**src/rtl/lcdx_pkg.sv**
```systemverilog
// ----------------------------------------------------------------------------
// lcdx_pkg
// Shared types, codes and init tables for the character LCD expander sequencer.
// ----------------------------------------------------------------------------
package lcdx_pkg;

  // request codes
  localparam logic [2:0] CMD_INIT      = 3'd0;
  localparam logic [2:0] CMD_CLEAR     = 3'd1;
  localparam logic [2:0] CMD_CURSOR    = 3'd2;
  localparam logic [2:0] CMD_CHAR      = 3'd3;
  localparam logic [2:0] CMD_BACKLIGHT = 3'd4;

  // work kinds handed from front to back
  localparam logic [1:0] KIND_EMPTY  = 2'd0;  // one result, no byte
  localparam logic [1:0] KIND_SINGLE = 2'd1;  // one backlight byte
  localparam logic [1:0] KIND_BYTE   = 2'd2;  // one command or char, six bytes
  localparam logic [1:0] KIND_INIT   = 2'd3;  // init sequence, 42 bytes

  // expander pins
  localparam logic [7:0] PIN_RS = 8'h80;
  localparam logic [7:0] PIN_EN = 8'h20;
  localparam logic [7:0] PIN_BL = 8'h10;

  // LCD commands
  localparam logic [7:0] LCD_CLEAR   = 8'h01;
  localparam logic [7:0] LCD_DDRAM   = 8'h80;

  // waits in ms
  localparam logic [8:0] WAIT_POWERUP = 9'd260;
  localparam logic [3:0] WAIT_CMD     = 4'd2;
  localparam logic [3:0] WAIT_CLEAR   = 4'd10;

  // strobe phases of one nibble
  localparam logic [1:0] PH_PLAIN  = 2'd0;
  localparam logic [1:0] PH_STROBE = 2'd1;
  localparam logic [1:0] PH_HOLD   = 2'd2;

  localparam logic [3:0] INIT_LAST_NIB = 4'd13;

  typedef struct packed {
    logic [1:0] kind;
    logic       status;  // not-initialized flag, empty kind only
    logic       rs;
    logic       bl;      // backlight bit for the bytes of this word
    logic [7:0] value;
    logic [3:0] wait_after;
  } desc_t;

  // nibbles of the init sequence: 3,3,3,2 then 0x28 0x08 0x01 0x06 0x0C
  function automatic logic [3:0] init_nibble(input logic [3:0] nib);
    logic [3:0] r;
    unique case (nib)
      4'd0, 4'd1, 4'd2: r = 4'h3;
      4'd3, 4'd4:       r = 4'h2;
      4'd5, 4'd7:       r = 4'h8;
      4'd9:             r = 4'h1;
      4'd11:            r = 4'h6;
      4'd13:            r = 4'hC;
      default:          r = 4'h0;
    endcase
    return r;
  endfunction

  // wait after the hold byte of each init nibble
  function automatic logic [3:0] init_wait(input logic [3:0] nib);
    logic [3:0] r;
    unique case (nib)
      4'd0:                     r = 4'd5;
      4'd1, 4'd2, 4'd3:         r = 4'd1;
      4'd5, 4'd7, 4'd11, 4'd13: r = WAIT_CMD;
      4'd9:                     r = WAIT_CLEAR;
      default:                  r = 4'd0;
    endcase
    return r;
  endfunction

endpackage

```
**src/rtl/char_lcd_expander_sequencer_unit.sv**
```systemverilog
// ----------------------------------------------------------------------------
// char_lcd_expander_sequencer_unit
// HD44780 4-bit request sequencer emitting port expander bytes with ms waits.
// ----------------------------------------------------------------------------
// A request is first written into the queue, and the back sequencer then registers
//   its first result in the output register.
// One result per cycle leaves the output register while work is queued and out_ready is
//   high; a command or character gives six results, init 42, other requests one.
// A two-word queue lets requests be taken while the back end is still busy.
// Reset: synchronous; not initialized, backlight on, queue and output empty.
// ----------------------------------------------------------------------------
module char_lcd_expander_sequencer_unit (
  input  logic       clk,
  input  logic       rst,
  input  logic       in_valid,
  output logic       in_ready,
  input  logic [2:0] cmd,
  input  logic [7:0] row,
  input  logic [7:0] col,
  input  logic [7:0] char_code,
  input  logic       light_on,
  output logic       out_valid,
  input  logic       out_ready,
  output logic       byte_valid,
  output logic [7:0] expander_byte,
  output logic [8:0] wait_before_ms,
  output logic [3:0] wait_after_ms,
  output logic       status,
  output logic       last
);

  lcdx_pkg::desc_t front_desc;
  lcdx_pkg::desc_t head;
  logic            push;
  logic            pop;
  logic            full;
  logic            not_empty;

  assign in_ready = !full;
  assign push     = in_valid && in_ready;

  lcdx_front u_front (
    .clk       (clk),
    .rst       (rst),
    .push      (push),
    .cmd       (cmd),
    .row       (row),
    .col       (col),
    .char_code (char_code),
    .light_on  (light_on),
    .desc      (front_desc)
  );

  lcdx_queue u_queue (
    .clk       (clk),
    .rst       (rst),
    .push      (push),
    .push_desc (front_desc),
    .pop       (pop),
    .full      (full),
    .not_empty (not_empty),
    .head      (head)
  );

  lcdx_back u_back (
    .clk            (clk),
    .rst            (rst),
    .head_valid     (not_empty),
    .head           (head),
    .pop            (pop),
    .out_valid      (out_valid),
    .out_ready      (out_ready),
    .byte_valid     (byte_valid),
    .expander_byte  (expander_byte),
    .wait_before_ms (wait_before_ms),
    .wait_after_ms  (wait_after_ms),
    .status         (status),
    .last           (last)
  );

endmodule

```
**src/rtl/lcdx_front.sv**
```systemverilog
// ----------------------------------------------------------------------------
// lcdx_front
// Takes requests, tracks init and backlight state, and builds work descriptors.
// ----------------------------------------------------------------------------
module lcdx_front (
  input  logic           clk,
  input  logic           rst,
  input  logic           push,
  input  logic [2:0]     cmd,
  input  logic [7:0]     row,
  input  logic [7:0]     col,
  input  logic [7:0]     char_code,
  input  logic           light_on,
  output lcdx_pkg::desc_t desc
);

  logic       ready_flag;
  logic       light_bit;
  logic       ready_flag_next;
  logic       light_bit_next;
  logic       row_c;
  logic [3:0] col_c;

  assign row_c = (row != 8'd0);
  assign col_c = (col > 8'd15) ? 4'hF : col[3:0];

  always_comb begin
    desc            = '0;
    desc.kind       = lcdx_pkg::KIND_EMPTY;
    desc.bl         = light_bit;
    ready_flag_next = ready_flag;
    light_bit_next  = light_bit;
    if (cmd == lcdx_pkg::CMD_INIT) begin
      if (!ready_flag) begin
        desc.kind       = lcdx_pkg::KIND_INIT;
        ready_flag_next = 1'b1;
      end
    end else if (cmd > lcdx_pkg::CMD_BACKLIGHT) begin
      desc.kind = lcdx_pkg::KIND_EMPTY;
    end else if (!ready_flag) begin
      desc.status = 1'b1;
    end else begin
      unique case (cmd)
        lcdx_pkg::CMD_CLEAR: begin
          desc.kind       = lcdx_pkg::KIND_BYTE;
          desc.value      = lcdx_pkg::LCD_CLEAR;
          desc.wait_after = lcdx_pkg::WAIT_CLEAR;
        end
        lcdx_pkg::CMD_CURSOR: begin
          desc.kind       = lcdx_pkg::KIND_BYTE;
          // col is at most 15, so the add is a plain bit merge
          desc.value      = lcdx_pkg::LCD_DDRAM | {1'b0, row_c, 2'b00, col_c};
          desc.wait_after = lcdx_pkg::WAIT_CMD;
        end
        lcdx_pkg::CMD_CHAR: begin
          desc.kind       = lcdx_pkg::KIND_BYTE;
          desc.rs         = 1'b1;
          desc.value      = char_code;
          desc.wait_after = lcdx_pkg::WAIT_CMD;
        end
        default: begin
          desc.kind      = lcdx_pkg::KIND_SINGLE;
          desc.bl        = light_on;
          light_bit_next = light_on;
        end
      endcase
    end
  end

  always_ff @(posedge clk) begin
    if (rst) begin
      ready_flag <= 1'b0;
      light_bit  <= 1'b1;
    end else if (push) begin
      ready_flag <= ready_flag_next;
      light_bit  <= light_bit_next;
    end
  end

endmodule

```
**src/rtl/lcdx_queue.sv**
```systemverilog
// ----------------------------------------------------------------------------
// lcdx_queue
// Two-entry descriptor queue between front and back.
// ----------------------------------------------------------------------------
module lcdx_queue (
  input  logic            clk,
  input  logic            rst,
  input  logic            push,
  input  lcdx_pkg::desc_t push_desc,
  input  logic            pop,
  output logic            full,
  output logic            not_empty,
  output lcdx_pkg::desc_t head
);

  lcdx_pkg::desc_t slots [2];
  logic            wr_ptr;
  logic            rd_ptr;
  logic [1:0]      count;

  assign full      = (count == 2'd2);
  assign not_empty = (count != 2'd0);
  assign head      = slots[rd_ptr];

  always_ff @(posedge clk) begin
    if (push) begin
      slots[wr_ptr] <= push_desc;
    end
  end

  always_ff @(posedge clk) begin
    if (rst) begin
      wr_ptr <= 1'b0;
      rd_ptr <= 1'b0;
      count  <= 2'd0;
    end else begin
      if (push) begin
        wr_ptr <= ~wr_ptr;
      end
      if (pop) begin
        rd_ptr <= ~rd_ptr;
      end
      if (push && !pop) begin
        count <= count + 2'd1;
      end else if (pop && !push) begin
        count <= count - 2'd1;
      end
    end
  end

endmodule

```
**src/rtl/lcdx_back.sv**
```systemverilog
// ----------------------------------------------------------------------------
// lcdx_back
// Walks a descriptor nibble by nibble and strobe phase by phase into the
// output register, one expander byte per cycle while the output is not stalled.
// ----------------------------------------------------------------------------
module lcdx_back (
  input  logic            clk,
  input  logic            rst,
  input  logic            head_valid,
  input  lcdx_pkg::desc_t head,
  output logic            pop,
  output logic            out_valid,
  input  logic            out_ready,
  output logic            byte_valid,
  output logic [7:0]      expander_byte,
  output logic [8:0]      wait_before_ms,
  output logic [3:0]      wait_after_ms,
  output logic            status,
  output logic            last
);

  logic [1:0] phase;
  logic [3:0] nib;
  logic       load;
  logic       step;

  logic       r_valid;
  logic [7:0] r_byte;
  logic [8:0] r_wb;
  logic [3:0] r_wa;
  logic       r_status;
  logic       r_last;
  logic [3:0] nib_val;
  logic [7:0] base;
  logic       hold;

  assign load = !out_valid || out_ready;
  assign step = head_valid && load;
  assign pop  = step && r_last;
  assign hold = (phase == lcdx_pkg::PH_HOLD);
  assign base = (head.rs ? lcdx_pkg::PIN_RS : 8'h00) | (head.bl ? lcdx_pkg::PIN_BL : 8'h00);

  always_comb begin
    r_valid  = 1'b1;
    r_byte   = 8'h00;
    r_wb     = 9'd0;
    r_wa     = 4'd0;
    r_status = 1'b0;
    r_last   = 1'b1;
    nib_val  = 4'h0;
    unique case (head.kind)
      lcdx_pkg::KIND_EMPTY: begin
        r_valid  = 1'b0;
        r_status = head.status;
      end
      lcdx_pkg::KIND_SINGLE: begin
        r_byte = head.bl ? lcdx_pkg::PIN_BL : 8'h00;
      end
      lcdx_pkg::KIND_BYTE: begin
        nib_val = nib[0] ? head.value[3:0] : head.value[7:4];
        r_byte  = base | {4'h0, nib_val}
                  | ((phase == lcdx_pkg::PH_STROBE) ? lcdx_pkg::PIN_EN : 8'h00);
        r_last  = nib[0] && hold;
        r_wa    = r_last ? head.wait_after : 4'd0;
      end
      default: begin
        nib_val = lcdx_pkg::init_nibble(nib);
        r_byte  = base | {4'h0, nib_val}
                  | ((phase == lcdx_pkg::PH_STROBE) ? lcdx_pkg::PIN_EN : 8'h00);
        r_wb    = (nib == 4'd0 && phase == lcdx_pkg::PH_PLAIN) ?
                  lcdx_pkg::WAIT_POWERUP : 9'd0;
        r_wa    = hold ? lcdx_pkg::init_wait(nib) : 4'd0;
        r_last  = (nib == lcdx_pkg::INIT_LAST_NIB) && hold;
      end
    endcase
  end

  // sequence position within the current word
  always_ff @(posedge clk) begin
    if (rst) begin
      phase <= lcdx_pkg::PH_PLAIN;
      nib   <= 4'd0;
    end else if (step) begin
      if (r_last) begin
        phase <= lcdx_pkg::PH_PLAIN;
        nib   <= 4'd0;
      end else if (hold) begin
        phase <= lcdx_pkg::PH_PLAIN;
        nib   <= nib + 4'd1;
      end else begin
        phase <= phase + 2'd1;
      end
    end
  end

  always_ff @(posedge clk) begin
    if (rst) begin
      out_valid <= 1'b0;
    end else if (load) begin
      out_valid <= head_valid;
    end
  end

  always_ff @(posedge clk) begin
    if (step) begin
      byte_valid     <= r_valid;
      expander_byte  <= r_byte;
      wait_before_ms <= r_wb;
      wait_after_ms  <= r_wa;
      status         <= r_status;
      last           <= r_last;
    end
  end

endmodule

```
**config.mk**
```make
export PLATFORM = sky130hd
export DESIGN_NAME = char_lcd_expander_sequencer_unit
export DESIGN_NICKNAME = d
export VERILOG_FILES = /design/src/rtl/lcdx_pkg.sv /design/src/rtl/char_lcd_expander_sequencer_unit.sv /design/src/rtl/lcdx_front.sv /design/src/rtl/lcdx_queue.sv /design/src/rtl/lcdx_back.sv
export SDC_FILE = /design/constraint.sdc
export NUM_CORES = 1
export LEC_CHECK = 0
export BUFFER_PORTS_ARGS = -buffer_cell sky130_fd_sc_hd__buf_2
export CORE_MARGIN = 2
export CORE_UTILIZATION = 55
export DETAILED_ROUTE_END_ITERATION = 16
export PLACE_DENSITY_LB_ADDON = 0.2
export SLEW_MARGIN = 5
export SYNTH_ARGS = -nofsm -noshare
export SYNTH_HDL_FRONTEND = slang
export SYNTH_SLANG_ARGS = --single-unit
```
**constraint.sdc**
```tcl
create_clock -name clk -period 2.35 [get_ports clk]
set_input_delay 0.235 -clock clk [delete_from_list [all_inputs] [get_ports clk]]
set_output_delay 0.235 -clock clk [all_outputs]
set_load 0.005 [all_outputs]
```
Word-level counts from Yosys, hierarchy flattened:

Memory sizes are Yosys's and may differ from the RTL's. A register that Yosys moved wholly into a read port is not among the register bits.
Cells that the tools add are included.
Widths: inputs -> output; s select.

* register bits after elaboration: 37
* latch bits: 0
* RAM bits: 34
* ROM bits: 128
* bits of input ports: 32
* word-level logic and storage cells: 107
* memories kept: 3

Memory list
* (no name shown): depth 16, bits a word 4, read ports 1, clocked after memory_dff 1, write ports 0, line lcdx_pkg.sv:53 `unique case (nib)`
* (no name shown): depth 16, bits a word 4, read ports 1, clocked after memory_dff 1, write ports 0, line lcdx_pkg.sv:68 `unique case (nib)`
* u_queue.slots: depth 2, bits a word 17, read ports 1, clocked after memory_dff 1, write ports 1, line lcdx_queue.sv:16 `lcdx_pkg::desc_t slots [2];`

* add/sub/neg operators: 4
* multiply operators: 0
* div/mod/pow operators: 0
* $lt $le $gt $ge: 2
* equal/unequal tests: 9
* shift-type cells: 0
* multiplexer cells: 39
* bitwise operators: 9
* reductions and logical operators: 27

Operators with widths (count)
* $mux 4: 11
* $pmux 12 s3: 1
* $mux 15: 2
* $or 8x8->8: 3
* $pmux 8 s3: 1
* $mux 2: 9
* $or 8x4->8: 2
* $mux 14: 1
* $mux 9: 1
* $gt 8x4->1 const B: 1
* $logic_and 1x1->1: 8
* $mux 1: 8
* $mux 8: 1
* $pmux 4 s2: 1
* $reduce_bool 8->1: 1
* $eq 2x2->1 const B: 3
* $eq 3x2->1 const B: 2
* $mux 6: 1
* $reduce_bool 2->1: 3
* $reduce_or 3->1: 2
* $mux 5: 1
* $add 2x1->2 const B: 2
* $add 4x1->4 const B: 1
* $eq 2x1->1 const B: 2
* other kinds (14): 22

Depth between registers and ports, before layout:

Gate-level depths: netlist of the first run.

* word-level depth: 7
* depth in mapped cells: 10
* mapped depth without buffers: 9

Hierarchy:

Synthesis of the first run repeated with hierarchy kept, for this count alone.

* cells, all modules: 270
* area total of the unflattened synthesis: 3286.9 um^2

By module, submodules not included
* lcdx_back: instances 1, cells each 139, area each 1452.6 um^2
* lcdx_queue: instances 1, cells each 75, area each 1435.1 um^2
* lcdx_front: instances 1, cells each 54, area each 389.1 um^2
* char_lcd_expander_sequencer_unit: instances 1, cells each 2, area each 10.0 um^2

Least setup slack after synthesis of the first run:

Ideal clock, no wire load.

* path type: reg-to-reg
* start point: register u_back.nib[0]
* end point: register u_queue.count[1]
* setup time: 0.071 ns
* data arrival time: 1.932 ns
* setup slack: 0.347 ns
* stages on the path, launching flop included: 8
* buffers on the path: 1
* period minus slack after synthesis: 2.003 ns
* cell sequence: dfxtp_1 > clkbuf_1 > a22oi_4 > nor3_1 > inv_1 > ha_1 > or3_1 > a21oi_1

* word-level cells in the longest chain between the ends: 7
* elaborated cells between the ends (all ways): 10

RTL lines
* start, declared: line lcdx_back.sv:23 `logic [3:0] nib;`
* start signal, assigned: line lcdx_back.sv:89 `nib <= nib + 4'd1;`
* $eq 4x4->1: line lcdx_back.sv:73 `r_last = (nib == lcdx_pkg::INIT_LAST_NIB) && hold;`
* $logic_and 1x1->1: line lcdx_back.sv:73
* $pmux 1 s2 *: line lcdx_back.sv:51 `unique case (head.kind)`
* $logic_and 1x1->1 *: line lcdx_back.sv:39 `assign pop = step && r_last;`
* $logic_not 1->1: line lcdx_queue.sv:43 `if (push && !pop) begin`
* $logic_and 1x1->1: line lcdx_queue.sv:43
* $mux 2 or $reduce_bool 2->1 (tied branches)
* end signal, assigned: line lcdx_queue.sv:44 `count <= count + 2'd1;`
* end signal, assigned: line lcdx_queue.sv:46 `count <= count - 2'd1;`
* end, declared: line lcdx_queue.sv:19 `logic [1:0] count;`

Every way passes the cells marked *; elsewhere a longest branch is shown, timed or not.
A chain may end at the register's enable or synchronous reset.

==> impl_summary.txt, run 1 <==
----------------------------------------------------
[Floorplanning]
  Starting density of the core ... 55.9%
  Chip height ... 78.4 um
  Floorplan Core Area ... 5440 um2
  Width of the chip ... 78.4 um
  # rows ... 27
  DIE AREA ... 6140 um2
  Total I/O pin count ... 58

[Clock tree]
  CTS root buffer ... sky130_fd_sc_hd__clkbuf_8
  # hold bufs at CTS ... 0
  H-tree lvl count ... 3
  CTS tree ... done
  Total number of clock tree sinks ... 67
  Number of buffers created by CTS ... 9
  Clock-pin slew on the worst setup and hold paths ... 0.07 ns
  Clock network latency to the later pin of the worst-skew pair ... 0.33 ns
  Number of buffers added for setup after CTS ... 0
  Clock Path Buffers ... 2
  Total of cells resized after clock tree synthesis ... 0

[Yosys]
  Synth Area in XOR/XNOR ... 1.44%
  Total standard cell area after synthesis ... 3040 um2
  Post-synthesis share of cell area spent on and, or, nand and nor gates ... 16.0%
  Multiplexer share of the synthesized area ... 6.05%
  Area leader, netlist ... sky130_fd_sc_hd__edfxtp_1
  EDFF count, synth ... 45
  Area share of the largest cell type after synthesis ... 44.4%
  Dominant cell by count in the synthesized netlist ... sky130_fd_sc_hd__edfxtp_1
  Biggest area contributors in the synthesized netlist ... sky130_fd_sc_hd__edfxtp_1 44%, sky130_fd_sc_hd__dfxtp_1 14%, sky130_fd_sc_hd__mux4_2 3.0%, sky130_fd_sc_hd__nor2_1 3.0%, sky130_fd_sc_hd__ha_1 2.5%
  Mapped Avg Cell Area ... 12.2 um2
  Yosys warns ... 0
  Synth Area in Compound Gates ... 9.91%
  Flip-flop cell with the highest count after synthesis ... sky130_fd_sc_hd__edfxtp_1
  Number of distinct library cells after synthesis ... 55
  Flip-flop and latch count after synthesis ... 67
  Ys async rst share ... 0%
  Largest family of logic cells by synthesized area ... simple AND/OR/NAND/NOR gates
  Arithmetic-cell share of the synthesized area counting full adders, half adders and majority gates ... 2.47%
  Number of standard cells after synthesis ... 249
  Sequential cell area fraction in the yosys report ... 58.9%
  Top post-synthesis cells by count ... 45 x sky130_fd_sc_hd__edfxtp_1, 24 x sky130_fd_sc_hd__nor2_1, 22 x sky130_fd_sc_hd__dfxtp_1

[Run status]
  Result of the run ... complete, no violations

[Power and ir drop]
  Highest ir drop seen on vdd ... 569 uV
  Cell Pwr Density ... 991 nW/um2
  Static Leak ... 1.43 nW

[Cells and area]
  Register Area ... 1790 um2
  Number of nets in the final layout ... 345
  Combined area of the multi-input logic cells ... 1120 um2
  Signed area change from the synthesized netlist to the final layout ... 16.8%
  N_diodes ... 0
  Number of fill cells ... 442
  Fraction of final layout cells with drive strength greater than 1 ... 29.5%

[GRT]
  Via count of the first global-routing pass ... 1859
  Largest net degree at the start of global routing ... 16
  Total congestion overflow ... 0
  Global-route wire length before repair ... 8740 um
  Antenna violations before repair ... 0
  GRT Overall Usage ... 18.6%

[Drt]
  Remaining number of nets flagged by the antenna check after routing ... 0
  Post-DR wirelength/cell ... 13.9 um
  Routed wire length ... 5340 um
  Metal1 wirelength ... 2540 um
  Drt initial violations ... 135
  Final routed DRC violation total ... 0
  Top Layer Used ... met4
  Met2 layer wire length in the routed design ... 2540 um
  Total number of vias ... 1984
  Number of detailed-routing iterations run before antenna repair ... 4
  Met3 WL post-DR ... 235 um
  Average vias per placed instance ... 5.17

[Timing]
  Unrepaired setup endpoints after global routing ... false
  Post-route clock skew ... 0.00686 ns
  Number of pins exceeding their max-slew limit in the final report ... 0
  Setup ws final ... 0.253 ns
  Minimum clock period after layout ... 2.10 ns
  Setup violations, final ... 0
  Post-route clock period utilization ... 89.3%
  Hold Vio Cnt, Final ... 0
  Sum Neg Setup Slack ... 0 ns
  Highest attainable clock frequency ... 0.477 GHz

[Critical path]
  Worst Setup Path Type ... flop to flop
  Number of buffer and inverter stages on the critical path ... 1
  Cell chain of the critical path ... or3b_4 -> a22oi_4 -> nor3_1 -> inv_1 -> ha_1 -> or3_1 -> a21oi_1
  Cell family with most CP delay ... simple AND/OR/NAND/NOR gates
  Slowest library cell on the worst path ... sky130_fd_sc_hd__edfxtp_1
  CP peak stage delay ... 0.45 ns
  Worst Path Required ... 2.62 ns
  Worst Path Max Fanout ... 5
  Data arrival time of the critical path ... 2.36 ns
  Startpoint Class ... flop
  Kind of capture point of the worst setup path ... flop

[Placement]
  Final HPWL DP ... 3920 um
  Gpl congestion ... 0.824
  Worst setup timing slack at the placement stage ... 0.255 ns
  Quantity of I/O buffers inserted on ports ... 49

[Job]
  Max-cap violations ... 0

[Hold path]
  Min-delay worst type ... input port to flop

----------------------------------------------------
-- final cells by class --
class | count | area share [%]
sequential | 67 | 50.4
timing repair buffer | 57 | 8.59
inverter | 11 | 1.16
clock buffer | 12 | 4.37
clock inverter | 4 | 1.34
multi-input combinational | 161 | 31.6
tap | 72 | 2.54
-- worst paths after layout --
kind,cells past startpoint,slack [ns],to,from
max,7,0.25,u_queue.count[1]$_SDFFE_PP0P_,u_queue.slots[0][16]$_DFFE_PP_
min,3,0.14,u_front.light_bit$_SDFFE_PP1P_,light_on
max reg2reg,7,0.25,u_queue.count[1]$_SDFFE_PP0P_,u_queue.slots[0][16]$_DFFE_PP_
min reg2reg,2,0.48,u_front.light_bit$_SDFFE_PP1P_,u_front.light_bit$_SDFFE_PP1P_
-- worst reg2reg max path: stages (launching register included) --
cell                       delay, ns
sky130_fd_sc_hd__edfxtp_1       0.45
sky130_fd_sc_hd__or3b_4         0.44
sky130_fd_sc_hd__a22oi_4        0.21
sky130_fd_sc_hd__nor3_1         0.10
sky130_fd_sc_hd__inv_1          0.08
sky130_fd_sc_hd__ha_1           0.25
sky130_fd_sc_hd__or3_1          0.37
sky130_fd_sc_hd__a21oi_1        0.14
-- cell usage in the layout (no fill, tap or decap), types with 2 or more instances in the layout --
| master | n |
|---|---|
| sky130_fd_sc_hd__buf_2 | 49 |
| sky130_fd_sc_hd__edfxtp_1 | 45 |
| sky130_fd_sc_hd__nor2_1 | 24 |
| sky130_fd_sc_hd__dfxtp_1 | 22 |
| sky130_fd_sc_hd__a21oi_1 | 14 |
| sky130_fd_sc_hd__nand2_1 | 13 |
| sky130_fd_sc_hd__clkbuf_8 | 11 |
| sky130_fd_sc_hd__inv_1 | 9 |
| sky130_fd_sc_hd__o21ai_0 | 9 |
| sky130_fd_sc_hd__conb_1 | 8 |
| sky130_fd_sc_hd__buf_4 | 8 |
| sky130_fd_sc_hd__nand3_1 | 7 |
| sky130_fd_sc_hd__nor3_1 | 6 |
| sky130_fd_sc_hd__mux2i_1 | 6 |
| sky130_fd_sc_hd__ha_1 | 6 |
| sky130_fd_sc_hd__and3_1 | 5 |
| sky130_fd_sc_hd__and2_1 | 4 |
| sky130_fd_sc_hd__mux4_2 | 4 |
| sky130_fd_sc_hd__a22o_1 | 4 |
| sky130_fd_sc_hd__nor4_1 | 3 |
| sky130_fd_sc_hd__nand2b_1 | 3 |
| sky130_fd_sc_hd__o2111ai_1 | 3 |
| sky130_fd_sc_hd__xor2_1 | 3 |
| sky130_fd_sc_hd__nand3b_1 | 2 |
| sky130_fd_sc_hd__nor2_4 | 2 |
| sky130_fd_sc_hd__inv_2 | 2 |
| sky130_fd_sc_hd__a21o_1 | 2 |
| sky130_fd_sc_hd__a211oi_1 | 2 |
| sky130_fd_sc_hd__and2_4 | 2 |
| sky130_fd_sc_hd__nor2b_1 | 2 |
| sky130_fd_sc_hd__nor3b_1 | 2 |
| sky130_fd_sc_hd__or3_1 | 2 |
| sky130_fd_sc_hd__xnor2_1 | 2 |
-- per-layer routing --
metal,global-route usage (%),vias to the layer above
met3,5.17,5
met1,25.1,919
met4,4.74,0
met5,0,-
met2,30.2,52
li1,-,1008
-- per-stage QoR --
| stage | hold slack [ns] | util, % | total power [mW] | cells | instance area, um2 |
|---|---|---|---|---|---|
| after floorplan | 0.360 | - | 2.30 | 256 | 3070 |
| after global placement | 0.449 | 61.6 | 2.56 | 368 | 3350 |
| after detailed placement | 0.464 | 61.6 | 2.58 | 368 | 3350 |
| after CTS | 0.122 | 65.3 | 3.55 | 384 | 3550 |
| after global routing | 0.149 | 65.3 | 3.71 | 384 | 3550 |
| final | 0.138 | 65.3 | 3.52 | 384 | 3550 |
-- cells by family (layout without fill, tap and decap cells) --
group	count (synthesis)	in the layout
AND/OR/NAND/NOR	88	88
flip-flops	67	67
AO/OA/AOI/OAI	42	42
buffers and inverters	28	84
multiplexers	12	12
adder cells (fa/ha/maj)	6	6
XOR/XNOR	5	5
other	1	8
-- power by group --
part	internal [mW]	leakage, nW	switching [mW]	total [mW]
sequential	1.55	0.607	0.103	1.65
combinational	0.395	0.719	0.496	0.891
clock	0.547	0.104	0.429	0.976
total	2.49	1.43	1.03	3.52
No activity file was read; power rests on OpenSTA's default activity.
==> run 2, diff against run 1 <==
--- a/config.mk
+++ b/config.mk
@@ -7,10 +7,11 @@
 export LEC_CHECK = 0
 export BUFFER_PORTS_ARGS = -buffer_cell sky130_fd_sc_hd__buf_2
 export CORE_MARGIN = 2
-export CORE_UTILIZATION = 55
+export CORE_UTILIZATION = 44
 export DETAILED_ROUTE_END_ITERATION = 16
 export PLACE_DENSITY_LB_ADDON = 0.2
 export SLEW_MARGIN = 5
 export SYNTH_ARGS = -nofsm -noshare
 export SYNTH_HDL_FRONTEND = slang
 export SYNTH_SLANG_ARGS = --single-unit
+export TNS_END_PERCENT = 10
==> constraint.sdc (replaced) <==
create_clock -name clk -period 2.35 [get_ports clk]
set_input_delay 0.5875 -clock clk [delete_from_list [all_inputs] [get_ports clk]]
set_output_delay 0.5875 -clock clk [all_outputs]
set_load 0.005 [all_outputs]
==> run 2 against run 1 <==
Count of clock-buffer cells in the layout shrank 3. Sequential power about the same. Die area grew 24%. Cell area is 1.0% higher. Power fell by 0.17%. Via count rose by 2.5%. Critical endpoint unchanged. Largest cell class unchanged. Sequential share of layout area shrank 0.51 points. Highest routed layer unchanged.
==> impl_summary.txt, run 2 (synthesized netlist as in run 1, its figures left out) <==
----------------------------------------------------
[Run status]
  Result of the run ... complete, no violations

[Critical path]
  Number of buffer and inverter stages on the critical path ... 1
  Worst Setup Path Type ... flop to flop
  Slowest library cell on the worst path ... sky130_fd_sc_hd__dfxtp_1
  Data arrival time of the critical path ... 2.38 ns
  Cell chain of the critical path ... and2b_1 -> a22oi_4 -> nor3_1 -> inv_1 -> ha_1 -> or3_1 -> a21oi_1
  CP peak stage delay ... 0.42 ns
  Cell family with most CP delay ... simple AND/OR/NAND/NOR gates
  Worst Path Required ... 2.62 ns
  Startpoint Class ... flop
  Worst Path Max Fanout ... 7
  Kind of capture point of the worst setup path ... flop

[Timing]
  Highest attainable clock frequency ... 0.476 GHz
  Setup ws final ... 0.249 ns
  Post-route clock period utilization ... 89.4%
  Setup violations, final ... 0
  Sum Neg Setup Slack ... 0 ns
  Number of pins exceeding their max-slew limit in the final report ... 0
  Post-route clock skew ... 0.0104 ns
  Hold WS ... 0.474 ns
  Minimum clock period after layout ... 2.10 ns
  Unrepaired setup endpoints after global routing ... false
  Hold Vio Cnt, Final ... 0

[Cells and area]
  N_diodes ... 0
  Fraction of final layout cells with drive strength greater than 1 ... 30.9%
  Final core utilization ... 53.1%
  Combined area of the multi-input logic cells ... 1120 um2
  Highest-count cells in the layout ignoring fill and taps ... 49 x sky130_fd_sc_hd__buf_2, 45 x sky130_fd_sc_hd__edfxtp_1, 24 x sky130_fd_sc_hd__nor2_1
  Number of fill cells ... 609
  Commonest non-fill, non-tap cell in the layout ... sky130_fd_sc_hd__buf_2
  Register Area ... 1790 um2
  Number of nets in the final layout ... 350
  Signed area change from the synthesized netlist to the final layout ... 18.0%

[Clock tree]
  CTS root buffer ... sky130_fd_sc_hd__clkbuf_8
  Total number of clock tree sinks ... 67
  CTS tree ... done
  Clock network latency to the later pin of the worst-skew pair ... 0.34 ns
  Total of cells resized after clock tree synthesis ... 0
  Clock Path Buffers ... 2
  Number of buffers created by CTS ... 9
  # hold bufs at CTS ... 0
  Number of buffers added for setup after CTS ... 0
  H-tree lvl count ... 3
  Clock-pin slew on the worst setup and hold paths ... 0.07 ns

[Floorplanning]
  Starting density of the core ... 45.0%
  Total I/O pin count ... 58
  Chip height ... 87.1 um
  DIE AREA ... 7590 um2
  # rows ... 30
  Width of the chip ... 87.1 um
  Floorplan Core Area ... 6760 um2

[GRT]
  Largest net degree at the start of global routing ... 16
  Global-route wire length before repair ... 8960 um
  Total congestion overflow ... 0
  Antenna violations before repair ... 0
  GRT Overall Usage ... 15.7%
  Via count of the first global-routing pass ... 1926

[Power and ir drop]
  Switching component of the power ... 1.05 mW
  Highest ir drop seen on vdd ... 315 uV
  Net Sw Frac ... 29.9%
  Cell Pwr Density ... 979 nW/um2
  Static Leak ... 1.44 nW
  Clock network fraction of design power ... 26.2%
  Register share of total power ... 47.2%
  Internal power of the cells ... 2.46 mW
  Combinational power share ... 26.6%

[Placement]
  Quantity of I/O buffers inserted on ports ... 49
  Final HPWL DP ... 4180 um
  Gpl congestion ... 0.825
  Worst setup timing slack at the placement stage ... 0.142 ns

[Drt]
  Average vias per placed instance ... 5.12
  Number of detailed-routing iterations run before antenna repair ... 4
  Drt initial violations ... 114
  Remaining number of nets flagged by the antenna check after routing ... 0
  Final routed DRC violation total ... 0
  Post-DR wirelength/cell ... 14.1 um
  Total number of vias ... 2034
  Routed wire length ... 5590 um

[Hold path]
  Min-delay worst type ... input port to flop

[Job]
  Max-cap violations ... 0

----------------------------------------------------
run 2: cell count changes in the layout (fill, tap and decap cells not counted), sizes merged:
cell      previous run  this run
buf                 57        62
clkbuf              12         9
clkinvlp             0         2
clkinv               2         3
run 2: per-layer routing:
layer,vias to the layer above,global-route usage (%),part of all wire [%]
li1,1018,-,-
met4,0,7.97,1.5
met1,956,19.6,44
met3,5,3.41,5.2
met2,55,25.6,49
met5,-,0,0
run 2: cell type report:
class	instances	area share (%)
clock inverter	7	1.88
sequential	67	49.9
tap	80	2.79
clock buffer	9	3.45
timing repair buffer	62	9.55
multi-input combinational	161	31.2
inverter	11	1.15
run 2: worst register-to-register path, cell delays in order, from the launching register on:
cell	delay, ns
sky130_fd_sc_hd__dfxtp_1	0.42
sky130_fd_sc_hd__and2b_1	0.33
sky130_fd_sc_hd__a22oi_4	0.14
sky130_fd_sc_hd__nor3_1	0.25
sky130_fd_sc_hd__inv_1	0.07
sky130_fd_sc_hd__ha_1	0.31
sky130_fd_sc_hd__or3_1	0.38
sky130_fd_sc_hd__a21oi_1	0.14
run 2: power by group through the flow:
stage          sequential (mW)  clock [mW]  combinational [mW]
2_1_floorplan             1.67           0               0.625
3_3_place_gp              1.68           0               0.930
3_5_place_dp              1.69           0               0.946
4_1_cts                   1.66       0.934               0.951
5_1_grt                   1.69       0.985                1.05
6_report                  1.66       0.920               0.936
run 2: path summary, 6_finish.rpt:
| kind | cells after the start | slack (ns) | start | to |
|---|---|---|---|---|
| min reg2reg | 2 | 0.48 | u_front.light_bit$_SDFFE_PP1P_ | u_front.light_bit$_SDFFE_PP1P_ |
| max | 7 | 0.25 | u_back.phase[1]$_SDFFE_PP0N_ | u_queue.count[1]$_SDFFE_PP0P_ |
| min | 3 | 0.47 | light_on | u_front.light_bit$_SDFFE_PP1P_ |
| max reg2reg | 7 | 0.25 | u_back.phase[1]$_SDFFE_PP0N_ | u_queue.count[1]$_SDFFE_PP0P_ |
run 2: through the flow:
stage                     std cells  power (mW)  instance area (um2)
final                           397        3.51                 3590
after global routing            397        3.72                 3590
after CTS                       397        3.55                 3590
after detailed placement        381        2.63                 3400
after global placement          381        2.61                 3400
after floorplan                 256        2.30                 3070
